===== src/rtl/bda_pkg.sv =====
package bda_pkg;

   localparam int PINS = 8;
   localparam int TIME_W = 32;
   localparam int DELAY_W = 16;
   localparam int CSR_INDEX_W = 3;

   localparam logic [CSR_INDEX_W-1:0] CSR_DEBOUNCE_DELAY = 3'd0;
   localparam logic [CSR_INDEX_W-1:0] CSR_REPEAT_INITIAL = 3'd1;
   localparam logic [CSR_INDEX_W-1:0] CSR_REPEAT_INTERVAL = 3'd2;
   localparam logic [CSR_INDEX_W-1:0] CSR_PORT0_ENABLE = 3'd3;
   localparam logic [CSR_INDEX_W-1:0] CSR_REPEAT_ENABLE = 3'd4;

   localparam logic [DELAY_W-1:0] DEBOUNCE_DELAY_RESET = 16'd50;
   localparam logic [DELAY_W-1:0] REPEAT_INITIAL_RESET = 16'd500;
   localparam logic [DELAY_W-1:0] REPEAT_INTERVAL_RESET = 16'd100;
   localparam logic [PINS-1:0] PORT0_ENABLE_RESET = 8'hFF;
   localparam logic [PINS-1:0] REPEAT_ENABLE_RESET = 8'h00;
   localparam logic [PINS-1:0] IDLE_LEVELS = 8'hFF;

   typedef struct packed {
      logic [PINS-1:0] port0_pins;
      logic [PINS-1:0] port1_pins;
      logic [TIME_W-1:0] now_ms;
   } bda_req_type;

   typedef struct packed {
      logic [PINS-1:0] press0_pulses;
      logic [PINS-1:0] press1_pulses;
      logic [PINS-1:0] repeat_pulses;
      logic [PINS-1:0] stable0_levels;
      logic [PINS-1:0] stable1_levels;
   } bda_rsp_type;

   typedef struct packed {
      logic [DELAY_W-1:0] debounce_delay_ms;
      logic [DELAY_W-1:0] repeat_initial_delay_ms;
      logic [DELAY_W-1:0] repeat_interval_ms;
   } bda_timing_type;

   typedef struct packed {
      logic press;
      logic rose;
      logic stable;
   } bda_deb_status_type;

endpackage


===== src/rtl/bda_merge.sv =====
module bda_merge
   import bda_pkg::*;
(
   input  logic clock,
   input  logic reset,
   input  logic req_valid,
   output logic req_ready,
   output logic advance,
   input  bda_deb_status_type [PINS-1:0] deb0,
   input  bda_deb_status_type [PINS-1:0] deb1,
   input  logic [PINS-1:0] repeats,
   output logic rsp_valid,
   input  logic rsp_ready,
   output bda_rsp_type rsp_payload
);

   logic rsp_valid_ff, rsp_valid_in;
   bda_rsp_type rsp_ff, rsp_in;

   assign req_ready = !rsp_valid_ff || rsp_ready;
   assign advance = req_valid && req_ready;

   always_comb begin
      for (int i = 0; i < PINS; i++) begin
         rsp_in.press0_pulses[i] = deb0[i].press;
         rsp_in.press1_pulses[i] = deb1[i].press;
         rsp_in.stable0_levels[i] = deb0[i].stable;
         rsp_in.stable1_levels[i] = deb1[i].stable;
      end
      rsp_in.repeat_pulses = repeats;
   end

   always_comb begin
      rsp_valid_in = rsp_valid_ff;
      if (advance) begin
         rsp_valid_in = 1'b1;
      end else if (rsp_ready) begin
         rsp_valid_in = 1'b0;
      end
   end

   always_ff @(posedge clock) begin
      if (reset) begin
         rsp_valid_ff <= 1'b0;
      end else begin
         rsp_valid_ff <= rsp_valid_in;
      end
   end

   always_ff @(posedge clock) begin
      if (advance) begin
         rsp_ff <= rsp_in;
      end
   end

   assign rsp_valid = rsp_valid_ff;
   assign rsp_payload = rsp_ff;

endmodule

===== config.mk =====
export PLATFORM = sky130hd
export DESIGN_NAME = bda_merge
export DESIGN_NICKNAME = d
export VERILOG_FILES = /design/src/rtl/bda_pkg.sv /design/src/rtl/bda_merge.sv
export SDC_FILE = /design/constraint.sdc
export NUM_CORES = 1
export LEC_CHECK = 0
export BUFFER_PORTS_ARGS = -buffer_cell sky130_fd_sc_hd__clkbuf_2
export CORE_ASPECT_RATIO = 1.1
export CORE_MARGIN = 5
export CORE_UTILIZATION = 34
export CTS_CLUSTER_DIAMETER = 150
export DETAILED_ROUTE_END_ITERATION = 10
export PLACE_DENSITY = 0.81
export SETUP_SLACK_MARGIN = 0.02
export SLEW_MARGIN = 20
export SYNTH_ARGS = -nofsm -noshare
export SYNTH_HDL_FRONTEND = slang
export SYNTH_SLANG_ARGS = --single-unit

===== constraint.sdc =====
create_clock -name clock -period 1.2 [get_ports clock]
set_clock_uncertainty 0.1 [all_clocks]
set_input_delay 0.24 -clock clock [delete_from_list [all_inputs] [get_ports clock]]
set_output_delay 0.24 -clock clock [all_outputs]
set_load 0.02 [all_outputs]

==> qor.yml <==
worstPathMaxFanout: 2
via_per_inst: 4.096
tightest_slew_ps: 141.5
start_kind: "flip-flop"
arrival_ps: 960
cp_slowest_cell: "dfxtp_4"
power_switching_w: 0.0006553
cts_num_sinks: 41
worstSetupPathDepth: 3
place_ws_ps: -4.904
route.detailed.drc: 0
syn_nets: 105
maxSlewHeadroom_pct: 90.60
p_per_area_nw_per_um2: 1452
holdCritPathClass: "in -> reg"
p_leak_nw: 0.9415
clk_pin_slew_worst_paths_ps: 70
hold_viol_final: 0
h-tree-depth: 2
synth_top_family_by_area: "simple AND/OR/NAND/NOR gates"
crit_end: "req_ready"
crit_type: "reg -> out"
antenna_found_initial: 0
die_x_um: 67.96
synth_cell_type_count: 6
finalSetupViolCount: 42
grt_pass1_wl_um: 4347
r2r_start: "rsp_valid"
synth.avg_cell_area_um2: 27.92
nets: 206
required_ps: 860
drt-initial-drc-count: 26
final_cell_area_um2: 2175
crit_buf_inv: 2
die-area_um2: 5012
num_io_pins: 103
netlist_area_um2: 1256
finalPower_w: 0.003158
finalWirelength_um: 3000
ys_seq_area_share_pct: 97.21
regArea_um2: 1225
yosys.area_share.simple_pct: 1.793
place_congestion: 0.7037
combinationalPowerShare_pct: 13.4
num_vias: 807
synth.area.mux_share_pct: 0
status: "complete, but fails checks"
synthXorXnorAreaFrac_pct: 0
grt_max_degree: 16
layout_commonest_cell: "clkbuf_2"
cts.path.max_buffers: 2
coreArea_um2: 3597
r2r_setup_slack_ps: -70
max_freq_mhz: 771.2
reg2reg_depth: 4
cp-end-kind: "primary output"
drive_above_1_share_pct: 69.39
dpl_cell_area_um2: 1828
cts_buffers: 5
reg2reg_to: "rsp_payload[1]"
fin_crit_sh_pct: 108.1
rsz0062_at_grt: "true"
path_cells: "nand2b_4 > buf_4 > buf_8"
p_seq_share_pct: 53.9
sw_frac_of_total_pct: 20.75
die_h_um: 73.75
synth_compound_area_share_pct: 0.6972
grt_pass1_vias: 923
drt_first_pass_iters: 3
groute.usage.overall_pct: 12.54
n_antenna_cell: 0
slew_violations: 0
start_util_pct: 34.92
synth_fa_ha_area_share_pct: 0
crit_start: "rsp_valid"
slowest_delay_ps: 360
maxCapViolations: 0
fin_crit_ps: 1297
syn-instance-count: 45
finalNonFillerCells: 197
cell_internal_pwr_w: 0.002503
cts_root_buf: "clkbuf_8"
routedWlPerCell_um: 15.23
mostFrequentLayoutCells: "clkbuf_2 (49), edfxtp_1 (40), buf_6 (23), clkbuf_8 (10)"
overflow: 0
nFillCells: 271
irDropWorstVdd_mv: 0.7985
ant_nets: 0
row_count: 23
power.share.clock_pct: 32.6
area_delta_synth_final_pct: 73.11
fin_ws_ps: -96.76
clk_latency_ps: 280
ys_seq_elements: 41
portBuffers: 86
violations: "setup timing"
dp_cells: 186
cts_tree: "yes"
cp_top_family: "flip-flops"
multi_input_area_um2: 31.28
ys_warn_count: 0
==> per-stage QoR <==
stage / hold slack (ps) / TNS (ps) / utilization (%)
2_1_floorplan: 193.3 / -7047 / -
3_3_place_gp: 291.8 / 0 / 50.82
3_5_place_dp: 293.1 / -66.43 / 50.82
4_1_cts: 16.57 / -2159 / 56.03
5_1_grt: 5.132 / -3637 / 60.45
6_report: 26.11 / -2290 / 60.45
==> registers in the layout, indices dropped and copies added, names as in the netlist <==
signal / cells
rsp_payload: 40
rsp_valid: 1
==> per-layer routing <==
| layer | vias to the layer above | track usage (%) | routed length [um] |
|---|---|---|---|
| li1 | 378 | - | - |
| met1 | 374 | 10.74 | 879 |
| met2 | 53 | 21.95 | 1693 |
| met4 | 0 | 5.298 | 17 |
| met5 | - | 0 | 0 |
| met3 | 2 | 8.563 | 410 |
==> synthesized netlist by cell type <==
cell type	count	area share, %
edfxtp_1	40	96
a21oi_2	1	0.70
and2_4	1	0.70
dfxtp_1	1	1.6
inv_1	1	0.30
nand2b_4	1	1.1
==> how the worst min path moves through the flow <==
stage / startpoint / end / slack [ps] / cells past startpoint
detailed placement: reset / rsp_valid / 290 / 2
floorplan: reset / rsp_valid / 190 / 1
global placement: reset / rsp_valid / 290 / 2
finish: deb0[20] / rsp_payload[38] / 30 / 1
global route: deb0[20] / rsp_payload[38] / 5 / 1
CTS: deb0[20] / rsp_payload[38] / 20 / 1
==> power groups by stage <==
stage | logic, W | registers, W | clock network, W
finish | 0.000425 | 0.00170 | 0.00103
global route | 0.000450 | 0.00171 | 0.00115
CTS | 0.000372 | 0.00169 | 0.00107
detailed placement | 0.000345 | 0.00172 | 0
global placement | 0.000333 | 0.00172 | 0
floorplan | 0.0000390 | 0.00183 | 0
==> what timing repair did <==
item | in CTS | in global routing
setup endpoints to repair | 8 | 77
endpoints found under the hold margin | 1 | 1
hold buffers | 1 | 1
resized for setup | 15 | 79
setup buffers | 1 | 0
==> layout make-up <==
type | count | area share (%)
Multi-Input combinational cell | 3 | 1.438
Clock buffer | 6 | 3.337
Sequential cell | 41 | 56.33
Inverter | 1 | 0.1726
Tap cell | 50 | 2.877
Timing Repair Buffer | 94 | 34.29
Clock inverter | 2 | 1.554
==> cells by family (layout without fill, tap and decap cells) <==
kind of cell,after synthesis,after routing
and+or+nand+nor,2,2
AOI/OAI and AO/OA,1,1
DFF,41,41
buffers and inverters,1,103
(Power assumes the default switching activity.)
