## config.mk

```make
export PLATFORM = sky130hd
export DESIGN_NAME = bda_rep_lane
export DESIGN_NICKNAME = d
export VERILOG_FILES = /design/src/rtl/bda_pkg.sv /design/src/rtl/bda_rep_lane.sv
export SDC_FILE = /design/constraint.sdc
export NUM_CORES = 1
export LEC_CHECK = 0
export BUFFER_PORTS_ARGS = -buffer_cell sky130_fd_sc_hd__buf_4
export CELL_PAD_IN_SITES_DETAIL_PLACEMENT = 1
export CELL_PAD_IN_SITES_GLOBAL_PLACEMENT = 2
export CORE_MARGIN = 2
export CORE_UTILIZATION = 38
export DETAILED_ROUTE_END_ITERATION = 12
export GPL_TIMING_DRIVEN = 0
export PLACE_DENSITY = 0.9
export SYNTH_ARGS = -nofsm -noshare
export SYNTH_HDL_FRONTEND = slang
export SYNTH_SLANG_ARGS = --single-unit
```

## constraint.sdc

```tcl
create_clock -name clock -period 12.04 [get_ports clock]
set_input_delay 2.408 -clock clock [delete_from_list [all_inputs] [get_ports clock]]
set_output_delay 2.408 -clock clock [all_outputs]
set_load 0.02 [all_outputs]
```

## src/rtl/bda_pkg.sv

```systemverilog
package bda_pkg;

   localparam int PINS = 8;
   localparam int TIME_W = 32;
   localparam int DELAY_W = 16;
   localparam int CSR_INDEX_W = 3;

   localparam logic [CSR_INDEX_W-1:0] CSR_DEBOUNCE_DELAY = 3'd0;
   localparam logic [CSR_INDEX_W-1:0] CSR_REPEAT_INITIAL = 3'd1;
   localparam logic [CSR_INDEX_W-1:0] CSR_REPEAT_INTERVAL = 3'd2;
   localparam logic [CSR_INDEX_W-1:0] CSR_PORT0_ENABLE = 3'd3;
   localparam logic [CSR_INDEX_W-1:0] CSR_REPEAT_ENABLE = 3'd4;

   localparam logic [DELAY_W-1:0] DEBOUNCE_DELAY_RESET = 16'd50;
   localparam logic [DELAY_W-1:0] REPEAT_INITIAL_RESET = 16'd500;
   localparam logic [DELAY_W-1:0] REPEAT_INTERVAL_RESET = 16'd100;
   localparam logic [PINS-1:0] PORT0_ENABLE_RESET = 8'hFF;
   localparam logic [PINS-1:0] REPEAT_ENABLE_RESET = 8'h00;
   localparam logic [PINS-1:0] IDLE_LEVELS = 8'hFF;

   typedef struct packed {
      logic [PINS-1:0] port0_pins;
      logic [PINS-1:0] port1_pins;
      logic [TIME_W-1:0] now_ms;
   } bda_req_type;

   typedef struct packed {
      logic [PINS-1:0] press0_pulses;
      logic [PINS-1:0] press1_pulses;
      logic [PINS-1:0] repeat_pulses;
      logic [PINS-1:0] stable0_levels;
      logic [PINS-1:0] stable1_levels;
   } bda_rsp_type;

   typedef struct packed {
      logic [DELAY_W-1:0] debounce_delay_ms;
      logic [DELAY_W-1:0] repeat_initial_delay_ms;
      logic [DELAY_W-1:0] repeat_interval_ms;
   } bda_timing_type;

   typedef struct packed {
      logic press;
      logic rose;
      logic stable;
   } bda_deb_status_type;

endpackage

```

## src/rtl/bda_rep_lane.sv

```systemverilog
module bda_rep_lane
   import bda_pkg::*;
(
   input  logic clock,
   input  logic reset,
   input  logic advance,
   input  logic raw,
   input  logic repeat_enable,
   input  bda_deb_status_type deb,
   input  logic [TIME_W-1:0] now_ms,
   input  bda_timing_type timing,
   output logic repeat_pulse
);

   logic held_ff, held_in;
   logic [TIME_W-1:0] hold_start_ff, hold_start_in;
   logic [TIME_W-1:0] last_repeat_ff, last_repeat_in;
   logic [TIME_W-1:0] held_for;
   logic [TIME_W-1:0] since_repeat;
   logic start;

   assign start = deb.press && repeat_enable;
   assign held_for = now_ms - hold_start_ff;
   assign since_repeat = now_ms - last_repeat_ff;

   assign repeat_pulse = !raw && held_ff && repeat_enable && !start
      && (held_for > {{(TIME_W-DELAY_W){1'b0}}, timing.repeat_initial_delay_ms})
      && (since_repeat > {{(TIME_W-DELAY_W){1'b0}}, timing.repeat_interval_ms});

   always_comb begin
      held_in = held_ff;
      hold_start_in = hold_start_ff;
      last_repeat_in = last_repeat_ff;
      if (advance) begin
         if (start) begin
            held_in = 1'b1;
            hold_start_in = now_ms;
            last_repeat_in = now_ms;
         end else if (deb.rose) begin
            held_in = 1'b0;
         end
         if (repeat_pulse) begin
            last_repeat_in = now_ms;
         end
      end
   end

   always_ff @(posedge clock) begin
      if (reset) begin
         held_ff <= 1'b0;
         hold_start_ff <= '0;
         last_repeat_ff <= '0;
      end else begin
         held_ff <= held_in;
         hold_start_ff <= hold_start_in;
         last_repeat_ff <= last_repeat_in;
      end
   end

endmodule

```

==> out/results.txt <==
Setup crit end kind = output pin
Area grow syn2layout = 15.7%
Gr ovfl total = 0
Final hold violation count = 0
Leakage power = 0.00360 µW
Area fraction of the dominant cell type after synthesis = 18.1%
Clock Skews = 0.00604 ns
Die Area = 20100 µm²
I/O pin count = 89
Most frequent cell after synthesis = nand2_1
Final number of setup-violating endpoints = 0
Worst EP required = 9.63 ns
Synth Register Bits = 65
Antenna viol nets, final = 0
RePlAce Congestion = 0.796
NumNets Final = 1201
Setup CP Type = in -> out
Critical path fanouts, max = 4
EDFF count, synth = 0
Max-slew violation count = 0
Filler cell count = 2358
RSZ-0062 raised after global routing = no
Cell taking the most area after synthesis = dfxtp_1
First-pass GRT wire length = 33600 µm
Initial antenna violation count = 0
Ys flop type = dfxtp_1
Slew margin rel. = 64.3%
Worst VDD drop = 0.0000646 V
Core Region = 18600 µm²
Post-Route Setup TNS = 0 ns
Clock sinks = 65
Seq/Total Area, Yosys = 18.1%
Top delay family on crit path = compound AO/OA/AOI/OAI gates
Starting Density = 38.6%
HP Class = reg -> reg
Htree depth = 3
Final Util = 44.7%
Final Hold Slack = 0.452 ns
CTS root buffer = clkbuf_16
Synth top cells by count = 121 x nand2_1, 110 x inv_1, 94 x a21oi_1, 94 x ha_1, 65 x dfxtp_1
Asr flop ratio synth = 0%
Synth warn = 0
CTS buffer count = 9
Clock Latency Late Sink = 0.33 ns
Hold buffer count at cts = 0
Vias in the first global route = 6786
Post-CTS Setup Inserts = 0
Post-Synthesis Cells = 936
Die height = 142 µm
DP HPWL = 16500 µm
Crit path DAT = 7.38 ns
Worst Setup Slack, final = 2.25 ns
Vias = 6611
Ratio of final minimum period to clock period = 81.3%
GR Util All Layers = 20.4%
Cells after DPL = 1240
Resized Gates After CTS = 0
Synth cell types = 84
Mapped Area = 7200 µm²
Largest net degree at the start of global routing = 11
Pre-CTS setup slack = 2.27 ns
Routed Wire Length = 20000 µm
Worst slew pin tran = 0.529 ns
Post-DR vias/cell = 5.26
Cells along the critical path = buf_4, inv_1, ha_1, inv_1, fa_1, a21o_1, a221oi_2, a221oi_2, o21ai_0, xnor2_1, ha_1, a21o_1, a21o_1, a21oi_1, o21ai_0, nor3_1, o21ai_1, or4_1, nor4_1, nand4_1, and3_2, buf_4
Largest cells by area after synthesis = dfxtp_1 18%, ha_1 16%, a21oi_1 6.5%, nand2_1 6.3%, or2b_1 6.3%
Cell Pwr Density = 94.8 nW/µm²
Final std cells w/o fill = 1256
CTS tree = done
Final min period = 9.79 ns
Pre-Repair DR Iteration Count = 5
Share of layout cells above drive strength 1 = 11.8%
PortBufs = 70
Antenna diodes = 0
Row count = 50
DRT iter0 DRCs = 160
Chip Width = 142 µm
Fmax = 0.102 GHz
Worst Path Buf+Inv = 4
CP peak stage delay = 0.58 ns
Crit start category = input port
Clock slew at reported path FFs = 0.05 ns
CP max stage cell = or4_1
Post-synth net total = 1120
CTS Buffer Depth = 2
Status = finished clean
# DRC = 0
Max-cap viol count = 0
Drt wl/cell = 15.9 µm
Synthesized area per cell = 7.69 µm²
Cell mode on critical path = a21o_1
registers in the layout (all words and copies together) (netlist names):
register and count:
hold_start_ff 32, last_repeat_ff 32, held_ff 1
report_power, final:
part           switching [µW]  internal, µW  leakage (µW)  total [µW]
logic                     163           129       0.00292         292
clock network            93.4           177      0.000153         270
registers                4.07           223      0.000528         227
total                     261           529       0.00360         789
per-layer routing:
metal,share of wire [%],up-vias,GRT usage (%)
li1,-,3434,-
met1,50,3099,28.1
met2,47,59,35.0
met3,1.5,19,1.65
met4,1.4,0,4.63
met5,0,-,0
cell type report:
| type | instances | area [µm²] | share of cell area [%] |
|---|---|---|---|
| clock inverters | 2 | 35.0 | 0.421 |
| plain buffers | 29 | 189 | 2.27 |
| clock buffers | 14 | 274 | 3.29 |
| multi-input cells | 732 | 5300 | 63.6 |
| inverters | 110 | 413 | 4.96 |
| repair buffers | 70 | 526 | 6.31 |
| flip-flops and latches | 65 | 1300 | 15.6 |
| well taps | 234 | 293 | 3.52 |
through the flow:
step | instance area [µm²] | total power (µW)
3_5_place_dp | 8020 | 523
6_report | 8330 | 789
3_3_place_gp | 8020 | 517
2_1_floorplan | 7200 | 441
4_1_cts | 8330 | 795
5_1_grt | 8330 | 842
cells by family (layout without fill, tap and decap cells):
logic type / count (synthesis) / in the layout / synth area share, %
AOI/OAI and AO/OA: 244 / 244 / 23.1
buffers and inverters: 139 / 225 / 8.36
and+or+nand+nor: 305 / 305 / 22.4
DFF: 65 / 65 / 18.1
muxes: 35 / 35 / 4.88
xor gates and xnor gates: 52 / 52 / 6.32
adders and majority gates: 96 / 96 / 16.9
tightest hold or removal path, cell delays in order, from the launching register on:
cell and delay (ns):
dfxtp_1 0.30, nand2_1 0.05, a21oi_1 0.05
placed cells by master, fill, tap and decap left out, types with 5 or more instances in the layout:
cell type  synthesis  layout
nand2_1          121     121
inv_1            110     110
a21oi_1           94      94
ha_1              94      94
buf_4              1      71
dfxtp_1           65      65
or2b_1            60      60
xnor2_1           34      34
mux2i_1           34      34
nor2_1            29      29
o21ai_0           29      29
a21o_1            23      23
clkbuf_1          19      21
nand4_1           20      20
xor2_1            18      18
o21a_1            13      13
nand3_1           13      13
nor3_1            13      13
nand2b_1          10      10
nor2b_1            9       9
a211oi_1           9       9
clkbuf_16          0       9
a31oi_1            7       7
o21ai_1            6       6
and3_1             6       6
o211ai_1           5       5
worst paths after layout:
| path | from | slack, ns | to | depth (start not counted) |
|---|---|---|---|---|
| setup / recovery | now_ms[0] | 2.25 | repeat_pulse | 22 |
| hold / removal | hold_start_ff[8] | 0.45 | hold_start_ff[8] | 2 |
| hold reg to reg | hold_start_ff[8] | 0.45 | hold_start_ff[8] | 2 |
| setup reg to reg | last_repeat_ff[0] | 6.41 | last_repeat_ff[30] | 21 |
No activity file was read; power rests on OpenSTA's default activity.
