### config.mk
export PLATFORM = sky130hd
export DESIGN_NAME = bda_deb_lane
export DESIGN_NICKNAME = d
export VERILOG_FILES = /design/src/rtl/bda_pkg.sv /design/src/rtl/bda_deb_lane.sv
export SDC_FILE = /design/constraint.sdc
export NUM_CORES = 1
export LEC_CHECK = 0
export BUFFER_PORTS_ARGS = -buffer_cell sky130_fd_sc_hd__buf_2
export CORE_MARGIN = 3
export CORE_UTILIZATION = 50
export CTS_CLUSTER_DIAMETER = 120
export DETAILED_ROUTE_END_ITERATION = 7
export PLACE_DENSITY = 0.74
export SYNTH_ARGS = -nofsm -noshare
export SYNTH_HDL_FRONTEND = slang
export SYNTH_SLANG_ARGS = --single-unit
### constraint.sdc
create_clock -name clock -period 3.9 [get_ports clock]
set_input_delay 0.195 -clock clock [delete_from_list [all_inputs] [get_ports clock]]
set_output_delay 0.195 -clock clock [all_outputs]
set_load 0.01 [all_outputs]
### src/rtl/bda_pkg.sv
package bda_pkg;

   localparam int PINS = 8;
   localparam int TIME_W = 32;
   localparam int DELAY_W = 16;
   localparam int CSR_INDEX_W = 3;

   localparam logic [CSR_INDEX_W-1:0] CSR_DEBOUNCE_DELAY = 3'd0;
   localparam logic [CSR_INDEX_W-1:0] CSR_REPEAT_INITIAL = 3'd1;
   localparam logic [CSR_INDEX_W-1:0] CSR_REPEAT_INTERVAL = 3'd2;
   localparam logic [CSR_INDEX_W-1:0] CSR_PORT0_ENABLE = 3'd3;
   localparam logic [CSR_INDEX_W-1:0] CSR_REPEAT_ENABLE = 3'd4;

   localparam logic [DELAY_W-1:0] DEBOUNCE_DELAY_RESET = 16'd50;
   localparam logic [DELAY_W-1:0] REPEAT_INITIAL_RESET = 16'd500;
   localparam logic [DELAY_W-1:0] REPEAT_INTERVAL_RESET = 16'd100;
   localparam logic [PINS-1:0] PORT0_ENABLE_RESET = 8'hFF;
   localparam logic [PINS-1:0] REPEAT_ENABLE_RESET = 8'h00;
   localparam logic [PINS-1:0] IDLE_LEVELS = 8'hFF;

   typedef struct packed {
      logic [PINS-1:0] port0_pins;
      logic [PINS-1:0] port1_pins;
      logic [TIME_W-1:0] now_ms;
   } bda_req_type;

   typedef struct packed {
      logic [PINS-1:0] press0_pulses;
      logic [PINS-1:0] press1_pulses;
      logic [PINS-1:0] repeat_pulses;
      logic [PINS-1:0] stable0_levels;
      logic [PINS-1:0] stable1_levels;
   } bda_rsp_type;

   typedef struct packed {
      logic [DELAY_W-1:0] debounce_delay_ms;
      logic [DELAY_W-1:0] repeat_initial_delay_ms;
      logic [DELAY_W-1:0] repeat_interval_ms;
   } bda_timing_type;

   typedef struct packed {
      logic press;
      logic rose;
      logic stable;
   } bda_deb_status_type;

endpackage

### src/rtl/bda_deb_lane.sv
module bda_deb_lane
   import bda_pkg::*;
(
   input  logic clock,
   input  logic reset,
   input  logic advance,
   input  logic enable,
   input  logic raw,
   input  logic [TIME_W-1:0] now_ms,
   input  logic [DELAY_W-1:0] delay_ms,
   input  logic idle_level,
   output bda_deb_status_type status
);

   logic raw_prev_ff, raw_prev_in;
   logic stable_ff, stable_in;
   logic [TIME_W-1:0] change_time_ff, change_time_in;
   logic [TIME_W-1:0] elapsed;
   logic raw_change;
   logic settle;

   assign raw_change = raw != raw_prev_ff;
   assign elapsed = now_ms - change_time_ff;
   assign settle = enable && !raw_change && (elapsed > {{(TIME_W-DELAY_W){1'b0}}, delay_ms})
                   && (raw != stable_ff);

   always_comb begin
      raw_prev_in = raw_prev_ff;
      stable_in = stable_ff;
      change_time_in = change_time_ff;
      if (advance && enable) begin
         raw_prev_in = raw;
         if (raw_change) begin
            change_time_in = now_ms;
         end
         if (settle) begin
            stable_in = raw;
         end
      end
   end

   always_ff @(posedge clock) begin
      if (reset) begin
         raw_prev_ff <= idle_level;
         stable_ff <= idle_level;
         change_time_ff <= '0;
      end else begin
         raw_prev_ff <= raw_prev_in;
         stable_ff <= stable_in;
         change_time_ff <= change_time_in;
      end
   end

   assign status.press = settle && !raw;
   assign status.rose = settle && raw;
   assign status.stable = stable_in;

endmodule

==> results of run 1 <==
## final cells by class
| type | count | area share |
|---|---|---|
| timing repair buffer | 125 | 0.165 |
| sequential | 34 | 0.142 |
| clock inverter | 1 | 0.00102 |
| tap | 99 | 0.0253 |
| clock buffer | 7 | 0.0176 |
| inverter | 54 | 0.0414 |
| multi-input combinational | 419 | 0.608 |
## routing by layer
metal  part of all wire  wire (µm)  up-vias  GRT usage
li1                   -          -     2098          -
met3              0.053        560       26     0.0346
met1               0.43       4510     1956      0.310
met2               0.49       5170      138      0.437
met4              0.027        286        0     0.0842
met5                  0          0        -          0
## critical path, cell delays in order, from the launching register on
cell                        delay (ps)
sky130_fd_sc_hd__dfxtp_2           340
sky130_fd_sc_hd__ha_4              170
sky130_fd_sc_hd__fa_2              390
sky130_fd_sc_hd__nor2b_4           150
sky130_fd_sc_hd__o31ai_4            90
sky130_fd_sc_hd__a2111oi_2         400
sky130_fd_sc_hd__nor2_1            130
sky130_fd_sc_hd__xnor2_1           150
sky130_fd_sc_hd__ha_1              290
sky130_fd_sc_hd__nand4_1           110
sky130_fd_sc_hd__nand3b_1          210
sky130_fd_sc_hd__nor2_2            160
sky130_fd_sc_hd__o32ai_2           110
sky130_fd_sc_hd__nor3_2            290
sky130_fd_sc_hd__o2111ai_1         180
sky130_fd_sc_hd__nor4_2            160
sky130_fd_sc_hd__nand4_1           160
sky130_fd_sc_hd__a31oi_1           190
sky130_fd_sc_hd__a21bo_2           240
sky130_fd_sc_hd__buf_6             110
## cell families (layout without fill, tap and decap cells)
group / count (synthesis) / after routing / share of synthesized area
AOI/OAI and AO/OA: 156 / 156 / 0.271
and+or+nand+nor: 187 / 187 / 0.232
muxes: 4 / 4 / 0.0105
buffers and inverters: 80 / 187 / 0.0918
xor gates and xnor gates: 24 / 24 / 0.0551
DFF: 34 / 34 / 0.181
adders and majority gates: 48 / 48 / 0.159
## metrics by stage
| step | cells | worst slack, ps | power [W] | TNS, ps | instance area, µm² |
|---|---|---|---|---|---|
| after detailed placement | 713 | -440 | 0.000961 | -1490 | 4470 |
| final | 739 | -630 | 0.00131 | -2090 | 4900 |
| after floorplan | 533 | -2.03 | 0.000778 | -2.03 | 3830 |
| after global routing | 739 | -824 | 0.00141 | -2870 | 4900 |
| after global placement | 713 | -234 | 0.000939 | -691 | 4470 |
| after CTS | 739 | -551 | 0.00131 | -1720 | 4880 |
## cell usage after synthesis (8+ instances only)
master                     count  area share
sky130_fd_sc_hd__ha_1         47        0.15
sky130_fd_sc_hd__xnor2_1      15       0.034
sky130_fd_sc_hd__nor3_1        8       0.010
sky130_fd_sc_hd__nand3_1       9       0.012
sky130_fd_sc_hd__clkbuf_1     15       0.015
sky130_fd_sc_hd__a21o_1       10       0.020
sky130_fd_sc_hd__o21ai_0      17       0.022
sky130_fd_sc_hd__a21oi_1      72       0.094
sky130_fd_sc_hd__nand4_1      15       0.025
sky130_fd_sc_hd__dfxtp_1      33        0.17
sky130_fd_sc_hd__xor2_1        9       0.021
sky130_fd_sc_hd__nor2_1       19       0.019
sky130_fd_sc_hd__nand2_1     101       0.099
sky130_fd_sc_hd__inv_1        54       0.053
## repair_timing
item,in CTS,in global routing
gates resized for setup,37,4
pin swaps,16,1
setup buffers,18,0
endpoints found under the setup margin,4,4
endpoints found under the hold margin,0,0
## flip-flops by register name, summed over array words and instances, names as in the netlist
| signal | count |
|---|---|
| raw_prev_ff | 1 |
| stable_ff | 1 |
| change_time_ff | 32 |
## power groups by stage
stage                     clock, W  sequential [W]  combinational, W
after floorplan                  0        0.000383          0.000395
after global placement           0        0.000385          0.000555
after detailed placement         0        0.000386          0.000575
after CTS                 0.000288        0.000379          0.000643
after global routing      0.000299        0.000380          0.000733
final                     0.000273        0.000379          0.000661
## worst paths after layout
path         slack (ps)            endpoint
max reg2reg        -390           stable_ff
min reg2reg         450  change_time_ff[18]
min                 130           stable_ff
max                -630           status[0]
==> metrics.md, run 1 <==
| Metric | Value |
|---|---|
| GRT overflow | `0` |
| Commonest register cell after synthesis | `sky130_fd_sc_hd__dfxtp_1` |
| Number of enable-type register cells in the synthesized netlist | `1` |
| Routability congestion estimate | `0.947` |
| Post-Syn Instances | `533` |
| Number of buffers added by the clock tree synthesis step | `5` |
| Startpoint of the most critical setup path | `change_time_ff[0]` |
| Result of the run | `finished with violations` |
| Final-report hold violation count | `0` |
| Routed via count divided by cell count | `5.71` |
| Total detailed-routing wirelength | `10500 µm` |
| Most common cell after layout, fill and taps aside | `sky130_fd_sc_hd__nand2_1` |
| Number of antenna violations at the first check in global routing | `0` |
| Worst Hold Depth | `3` |
| Max VDD drop | `175 µV` |
| Number of violations reported at the end of detailed-routing iteration 0 | `257` |
| Design internal power | `0.000822 W` |
| Achievable frequency | `0.221 GHz` |
| Minimum clock period | `4530 ps` |
| H-tree levels | `2` |
| Area of combinational cells with multiple inputs | `2980 µm²` |
| DIE AREA | `8710 µm²` |
| Remaining number of nets flagged by the antenna check after routing | `0` |
| Required time at the endpoint of the critical path | `3700 ps` |
| Chip Width | `93.4 µm` |
| Most frequent cells in the layout | `sky130_fd_sc_hd__nand2_1 (99), sky130_fd_sc_hd__buf_4 (68), sky130_fd_sc_hd__a21oi_1 (65)` |
| Switching fraction of total power | `0.374` |
| Static leakage power | `2.09 nW` |
| Worst-Skew Late Latency | `280 ps` |
| Initial Utilization | `0.520` |
| Synthesis-stage register bit count | `34` |
| Pin count of the biggest net entering global routing | `38` |
| Worst reg-to-reg path cell count | `20` |
| Number of search-and-repair iterations in the first detailed-routing pass | `5` |
| Wire length per cell | `14.2 µm` |
| Post-layout utilization of the core | `0.669` |
| Clock tree from TritonCTS | `done` |
| Fill count | `654` |
| Largest clock skew in the final design | `3.21 ps` |
| Share of synthesized area occupied by flip-flops and latches | `0.181` |
| Power per Cell Area | `268 nW/µm²` |
| Overall global routing resource usage | `0.249` |
| Setup Viol. Count Final | `4` |
| Async set-or-reset flop fraction in the synthesized netlist | `0` |
| Number of port buffers | `56` |
| Class of the most critical hold timing path | `in2reg` |
| Startpoint of the lowest-slack hold path | `idle_level` |
| Mean Syn Cell Area | `7.16 µm²` |
| Post-CTS Hold Fix Bufs | `0` |
| Critical register-to-register path startpoint | `change_time_ff[0]` |
| Layout overhead on the synthesized area | `28.5%` |
| Worst Setup Start Kind | `register` |
| Y dimension of the die | `93.4 µm` |
| # rows | `31` |
| Worst-case hold slack | `127 ps` |
| Boundary Pins | `57` |
| Sequential Power Share | `0.289` |
| Switching power of the nets | `0.000491 W` |
| Sequential cell area in the final layout | `694 µm²` |
| Arrival time at the worst endpoint | `4340 ps` |
| Relative slew slack | `0.510` |
| Max_cap viols | `0` |
| Number of pins exceeding their max-slew limit in the final report | `0` |
| Clock net sink count | `34` |
| Cell area after synthesis | `3810 µm²` |
| Wire length of the first global-routing pass | `18100 µm` |
| Kind of end point of the critical path | `output pin` |
| Comb power frac | `0.504` |
| Post-route worst setup slack | `-630 ps` |
| Remaining design rule violation count | `0` |
| Reg clk slew, reported paths | `70 ps` |
| Root Driver | `sky130_fd_sc_hd__clkbuf_8` |
| Critical Path Fanout Max | `4` |
| Number of global-route vias before repair | `4160` |
| Yosys warning count | `0` |
| Number of unique standard cell types used by synthesis | `70` |
| Measured slew at the worst slew-check pin | `734 ps` |
| Setup repair after global routing missed its margin | `true` |
| Largest buffer count on any clock path | `2` |
| Layout cell share with drive strength beyond 1 | `0.281` |
| Nets in the synthesized netlist | `635` |
| Final nets | `741` |
| Antenna diode count | `0` |
| Violated checks | `setup timing` |
| Clk network pwr share | `0.208` |
| Crit Path Category | `reg2out` |
| Period utilization | `1.16` |
| Total number of vias | `4218` |
| Core area | `7330 µm²` |
| HPWL after DPL | `8070 µm` |
No activity file was read; power rests on OpenSTA's default activity.
==> inputs of run 2 (changes only) <==
Settings changed: HOLD_SLACK_MARGIN from default to 0.12, TNS_END_PERCENT from default to 1.
==> run 2 against run 1 <==
Against the previous run:
- first-iteration DRC count down 23%
- sequential cell count unchanged
- clock-buffer cell count unchanged
- the flow still finishes with violations (setup timing)
- final cell count down 2.3%
- clock skew about the same
==> metrics.md, run 2 (same netlist as run 1, synthesis figures left out) <==
| Metric | Value |
|---|---|
| Routed via count divided by cell count | `5.71` |
| Max VDD drop | `177 µV` |
| Setup Viol. Count Final | `4` |
| Cell seen most often among critical-path stages | `sky130_fd_sc_hd__buf_4` |
| Kind of end point of the critical path | `output pin` |
| Number of buffers added by the clock tree synthesis step | `5` |
| Design area | `4620 µm²` |
| Overall global routing resource usage | `0.236` |
| Clock tree from TritonCTS | `done` |
| Crit Path Category | `reg2out` |
| GRT overflow | `0` |
| Most frequent cells in the layout | `sky130_fd_sc_hd__nand2_1 (101), sky130_fd_sc_hd__a21oi_1 (68), sky130_fd_sc_hd__buf_2 (56)` |
| Flip-flop count of the largest register after layout | `32` |
| Reg clk slew, reported paths | `70 ps` |
| Setup slack after placement | `-440 ps` |
| Setup repair after global routing missed its margin | `true` |
| Fill count | `704` |
| Wire length per cell | `13.7 µm` |
| Max_cap viols | `0` |
| Initial Utilization | `0.520` |
| Clock net sink count | `34` |
| Arrival time at the worst endpoint | `4360 ps` |
| Layer carrying the most global-route usage | `met2` |
| HPWL after DPL | `8070 µm` |
| Achievable frequency | `0.220 GHz` |
| Remaining number of nets flagged by the antenna check after routing | `0` |
| Met2 capacity usage during global routing | `0.404` |
| Result of the run | `finished with violations` |
| Worst Setup Start Kind | `register` |
| Boundary Pins | `57` |
| Cell area after placement | `4470 µm²` |
| Number of global-route vias before repair | `3918` |
| Period utilization | `1.17` |
| Worst-path cell with the longest stage delay | `sky130_fd_sc_hd__or3_1` |
| Wire length of the first global-routing pass | `17100 µm` |
| Number of search-and-repair iterations in the first detailed-routing pass | `5` |
| Final nets | `724` |
| Chip Width | `93.4 µm` |
| Total number of vias | `4126` |
| # rows | `31` |
| Worst-Skew Late Latency | `290 ps` |
| DIE AREA | `8710 µm²` |
| Required time at the endpoint of the critical path | `3700 ps` |
| Layout cell share with drive strength beyond 1 | `0.226` |
| Number of antenna violations at the first check in global routing | `0` |
| Measured slew at the worst slew-check pin | `680 ps` |
| Number of violations reported at the end of detailed-routing iteration 0 | `199` |
| Y dimension of the die | `93.4 µm` |
| Most common cell after layout, fill and taps aside | `sky130_fd_sc_hd__nand2_1` |
| H-tree levels | `2` |
| Largest register by flop count | `change_time_ff` |
| Static leakage power | `1.98 nW` |
| Largest clock skew in the final design | `3.51 ps` |
| Crit path cell chain | `inv_1, ha_1, nor2b_2, o2111ai_2, buf_4, a21oi_2, or3_1, a21oi_1, xnor2_1, ha_1, nand4_1, nand3b_1, buf_4, a21o_1, a21oi_1, nor3_2, o2111ai_1, nor4_2, nand4_1, buf_4, nand2_1, nor4b_1, buf_2` |
| Critical path's largest stage delay | `380 ps` |
| Met1 layer usage reported by global route | `0.305` |
| Power per Cell Area | `271 nW/µm²` |
| Class of the most critical hold timing path | `in2reg` |
| Number of pins exceeding their max-slew limit in the final report | `0` |
| Global routing met3 resource utilization | `0.0346` |
| Total detailed-routing wirelength | `9920 µm` |
| Post-CTS Hold Fix Bufs | `0` |
| Routability congestion estimate | `0.947` |
| Remaining design rule violation count | `0` |
| Largest registers in the final layout | `change_time_ff x32, raw_prev_ff x1, stable_ff x1` |
| Critical Path Fanout Max | `4` |
| Final-report hold violation count | `0` |
| Core area | `7330 µm²` |
| Pin count of the biggest net entering global routing | `38` |
| Largest buffer count on any clock path | `2` |
| Crit-path leading delay family | `simple AND/OR/NAND/NOR gates` |
| Number of port buffers | `56` |
| Minimum clock period | `4550 ps` |
| Post-route worst setup slack | `-651 ps` |
| Sum of buffers and inverters on the critical path | `5` |
| Root Driver | `sky130_fd_sc_hd__clkbuf_8` |
| Violated checks | `setup timing` |
| Relative slew slack | `0.547` |
| Antenna diode count | `0` |
| Layout overhead on the synthesized area | `21.0%` |
run 2: cell types whose count changed in the layout (fill, tap and decap cells not counted), moves of 3 or more:
cell,before,now
sky130_fd_sc_hd__a21oi_1,65,68
sky130_fd_sc_hd__a21oi_2,8,5
sky130_fd_sc_hd__buf_4,68,52
sky130_fd_sc_hd__dfxtp_1,30,33
sky130_fd_sc_hd__dfxtp_2,3,0
sky130_fd_sc_hd__ha_1,40,46
sky130_fd_sc_hd__ha_4,6,1
run 2: path summary, 6_finish.rpt:
kind / start / endpoint / slack (ps) / depth (start not counted)
max: change_time_ff[1] / status[2] / -650 / 23
min: idle_level / stable_ff / 130 / 3
max reg2reg: change_time_ff[1] / stable_ff / -270 / 21
min reg2reg: change_time_ff[18] / change_time_ff[18] / 450 / 2
run 2: tightest hold or removal path: cells and delay by family:
family / cells / cell delay (ps)
AND/OR/NAND/NOR: 2 / 110
buffers and inverters: 1 / 70
run 2: layout make-up:
type                            count  area [µm²]  area share
Clock buffer                        7        86.3      0.0187
Clock inverter                      1        5.00     0.00108
Multi-Input combinational cell    419        2840       0.615
Tap cell                           99         124      0.0268
Sequential cell                    34         691       0.150
Inverter                           54         203      0.0439
Timing Repair Buffer              108         671       0.145
run 2: power breakdown:
group	leakage (nW)	internal [W]	switching, W
Combinational	1.66	0.000270	0.000325
Sequential	0.278	0.000367	0.0000111
Clock	0.0482	0.000143	0.000133
Total	1.98	0.000779	0.000470
run 2: stage by stage:
step	cells	TNS (ps)	hold WS [ps]	util	total power, W
2_1_floorplan	533	-2.03	321	-	0.000778
3_3_place_gp	713	-691	414	0.610	0.000939
3_5_place_dp	713	-1490	424	0.610	0.000961
4_1_cts	721	-1970	122	0.627	0.00125
5_1_grt	722	-3290	150	0.630	0.00135
6_report	722	-2080	125	0.630	0.00125
run 2: timing repair:
action                     CTS  global route
resized for setup            9             3
setup endpoints to repair    4             4
pin swaps                    2             4
buffers inserted             0             1
run 2: metal layers:
layer / share of wire / routed length [µm]
met1: 0.44 / 4370
met2: 0.49 / 4830
met3: 0.052 / 519
met4: 0.020 / 195
met5: 0 / 0
==> inputs of run 3 (changes only) <==
Settings changed: REMOVE_ABC_BUFFERS from default to 1.
==> run 3 against run 2 <==
Against the previous run:
- the flow still finishes with violations (setup timing)
- critical path type unchanged
- critical path depth decreased by 3
- clock skew increased by 0.63 ps
- power is 7.2% higher
- sequential power barely moved
- die area is the same
- setup slack improved by 24 ps
- core utilization grew 2.1 points
- final cell count down 1.1%
- via count is 1.7% lower
- first-iteration DRC count shrank 4.0%
- fmax rose by 0.52%
- sequential share of layout area fell by 0.38 points
==> metrics.md, run 3 (same netlist as run 1, synthesis figures left out) <==
| Metric | Value |
|---|---|
| Result of the run | `finished with violations` |
| Violated checks | `setup timing` |
| Worst reg2reg endpoint | `stable_ff` |
| Layout overhead on the synthesized area | `25.1%` |
| Boundary Pins | `57` |
| Number of buffers added by the clock tree synthesis step | `5` |
| Static leakage power | `1.98 nW` |
| Required time at the endpoint of the critical path | `3700 ps` |
| Wire length per cell | `14.8 µm` |
| Largest register by flop count | `change_time_ff` |
| Worst Setup Start Kind | `register` |
| Number of antenna violations at the first check in global routing | `0` |
| Worst reg-to-reg path cell count | `20` |
| Post-route worst setup slack | `-627 ps` |
| Crit Path Category | `reg2out` |
| Reg clk slew, reported paths | `80 ps` |
| Chip Width | `93.4 µm` |
| Clock tree from TritonCTS | `done` |
| Power per Cell Area | `281 nW/µm²` |
| Arrival time at the worst endpoint | `4330 ps` |
| Pin count of the biggest net entering global routing | `38` |
| Overall global routing resource usage | `0.243` |
| Y dimension of the die | `93.4 µm` |
| Total design power | `0.00134 W` |
| Total number of vias | `4056` |
| Remaining design rule violation count | `0` |
| Critical Path Fanout Max | `4` |
| Relative slew slack | `0.521` |
| Wire length of the first global-routing pass | `17700 µm` |
| Worst Hold Depth | `3` |
| Number of search-and-repair iterations in the first detailed-routing pass | `5` |
| Antenna diode count | `0` |
| Routed via count divided by cell count | `5.68` |
| Setup repair after global routing missed its margin | `true` |
| Number of cells in the design after placement | `703` |
| Setup slack after placement | `-326 ps` |
| Clock net sink count | `34` |
| Startpoint of the most critical setup path | `change_time_ff[4]` |
| Total detailed-routing wirelength | `10500 µm` |
| Largest clock skew in the final design | `4.15 ps` |
| Worst-Skew Late Latency | `290 ps` |
| Achievable frequency | `0.221 GHz` |
| GRT overflow | `0` |
| Max_cap viols | `0` |
| Remaining number of nets flagged by the antenna check after routing | `0` |
| Layout cell share with drive strength beyond 1 | `0.259` |
| Class of the most critical hold timing path | `in2reg` |
| Final std cells w/o fill | `714` |
| Root Driver | `sky130_fd_sc_hd__clkbuf_8` |
| Largest buffer count on any clock path | `2` |
| Number of pins exceeding their max-slew limit in the final report | `0` |
| DIE AREA | `8710 µm²` |
| Setup Viol. Count Final | `4` |
| Minimum clock period | `4530 ps` |
| Final-report hold violation count | `0` |
| Max VDD drop | `170 µV` |
| Final nets | `716` |
| Largest registers in the final layout | `change_time_ff x32, raw_prev_ff x1, stable_ff x1` |
| Startpoint of the lowest-slack hold path | `now_ms[25]` |
| Measured slew at the worst slew-check pin | `719 ps` |
| Initial Utilization | `0.520` |
| Core area | `7330 µm²` |
| Flip-flop count of the largest register after layout | `32` |
| Most common cell after layout, fill and taps aside | `sky130_fd_sc_hd__nand2_1` |
| Number of global-route vias before repair | `3960` |
| Worst Hold Endpoint | `change_time_ff[25]` |
| Most frequent cells in the layout | `sky130_fd_sc_hd__nand2_1 (99), sky130_fd_sc_hd__a21oi_1 (65), sky130_fd_sc_hd__buf_2 (55)` |
| HPWL after DPL | `8200 µm` |
| Routability congestion estimate | `0.947` |
| Kind of end point of the critical path | `output pin` |
| H-tree levels | `2` |
| Period utilization | `1.16` |
| Number of port buffers | `56` |
| # rows | `31` |
| Setup slack of the most critical reg-to-reg path | `-290 ps` |
| Number of violations reported at the end of detailed-routing iteration 0 | `191` |
| Critical register-to-register path startpoint | `change_time_ff[4]` |
run 3: changes by cell type in the layout (fill, tap and decap cells not counted), moves of 3 or more:
cell                      before  now
sky130_fd_sc_hd__a21oi_1      68   65
sky130_fd_sc_hd__buf_4        52   43
sky130_fd_sc_hd__dfxtp_1      33   29
sky130_fd_sc_hd__dfxtp_2       0    4
sky130_fd_sc_hd__ha_1         46   38
sky130_fd_sc_hd__ha_4          1    7
run 3: cell type report:
| type | count | area (µm²) |
|---|---|---|
| sequential | 34 | 696 |
| inverter | 54 | 203 |
| timing repair buffer | 100 | 619 |
| multi-input combinational | 419 | 3020 |
| clock buffer | 7 | 76.3 |
| clock inverter | 1 | 30.0 |
| fill | 666 | 2560 |
| tap | 99 | 124 |
run 3: worst max path at each step:
stage           endpoint
2_1_floorplan  status[0]
3_3_place_gp   status[0]
3_5_place_dp   status[0]
4_1_cts        status[0]
5_1_grt        status[0]
6_report       status[0]
run 3: stage by stage:
step | TNS (ps) | hold slack, ps | utilization | area, µm²
6_report | -1980 | 145 | 0.651 | 4770
2_1_floorplan | 0 | 264 | - | 3670
5_1_grt | -3420 | 147 | 0.651 | 4770
3_3_place_gp | -643 | 416 | 0.598 | 4380
3_5_place_dp | -1090 | 420 | 0.598 | 4380
4_1_cts | -1760 | 138 | 0.615 | 4510
run 3: metal layers:
layer / track usage / vias to the layer above / wire length, µm
met5: 0 / - / 0
met4: 0.0623 / 0 / 207
met3: 0.0274 / 19 / 394
met2: 0.419 / 108 / 5120
met1: 0.322 / 1884 / 4820
li1: - / 2045 / -
run 3: where the power goes:
| group | switching [W] | internal (W) | total [W] |
|---|---|---|---|
| Combinational | 0.000341 | 0.000288 | 0.000629 |
| Sequential | 0.0000114 | 0.000367 | 0.000378 |
| Clock | 0.000140 | 0.000191 | 0.000332 |
| Total | 0.000493 | 0.000846 | 0.00134 |
run 3: what timing repair did:
action,in CTS,in global routing
hold endpoints to repair,1,0
hold buffers,1,0
buffers inserted,0,2
pin swaps,0,27
gates resized for setup,4,44
setup endpoints to repair,4,4
run 3: critical path, cell delays in order (launching register included):
cell and delay, ps:
sky130_fd_sc_hd__dfxtp_1 340, sky130_fd_sc_hd__inv_1 50, sky130_fd_sc_hd__ha_1 420, sky130_fd_sc_hd__o2111ai_4 190, sky130_fd_sc_hd__nand2_2 110, sky130_fd_sc_hd__a21oi_2 50, sky130_fd_sc_hd__o21bai_1 180, sky130_fd_sc_hd__buf_4 140
sky130_fd_sc_hd__xor2_1 160, sky130_fd_sc_hd__ha_1 280, sky130_fd_sc_hd__a21oi_1 150, sky130_fd_sc_hd__o21ai_0 130, sky130_fd_sc_hd__a221oi_2 340, sky130_fd_sc_hd__o32ai_2 120, sky130_fd_sc_hd__nor3_2 210, sky130_fd_sc_hd__o2111ai_1 130
sky130_fd_sc_hd__nor4_1 270, sky130_fd_sc_hd__nand4_1 200, sky130_fd_sc_hd__a31oi_1 200, sky130_fd_sc_hd__a21bo_2 240, sky130_fd_sc_hd__buf_6 110
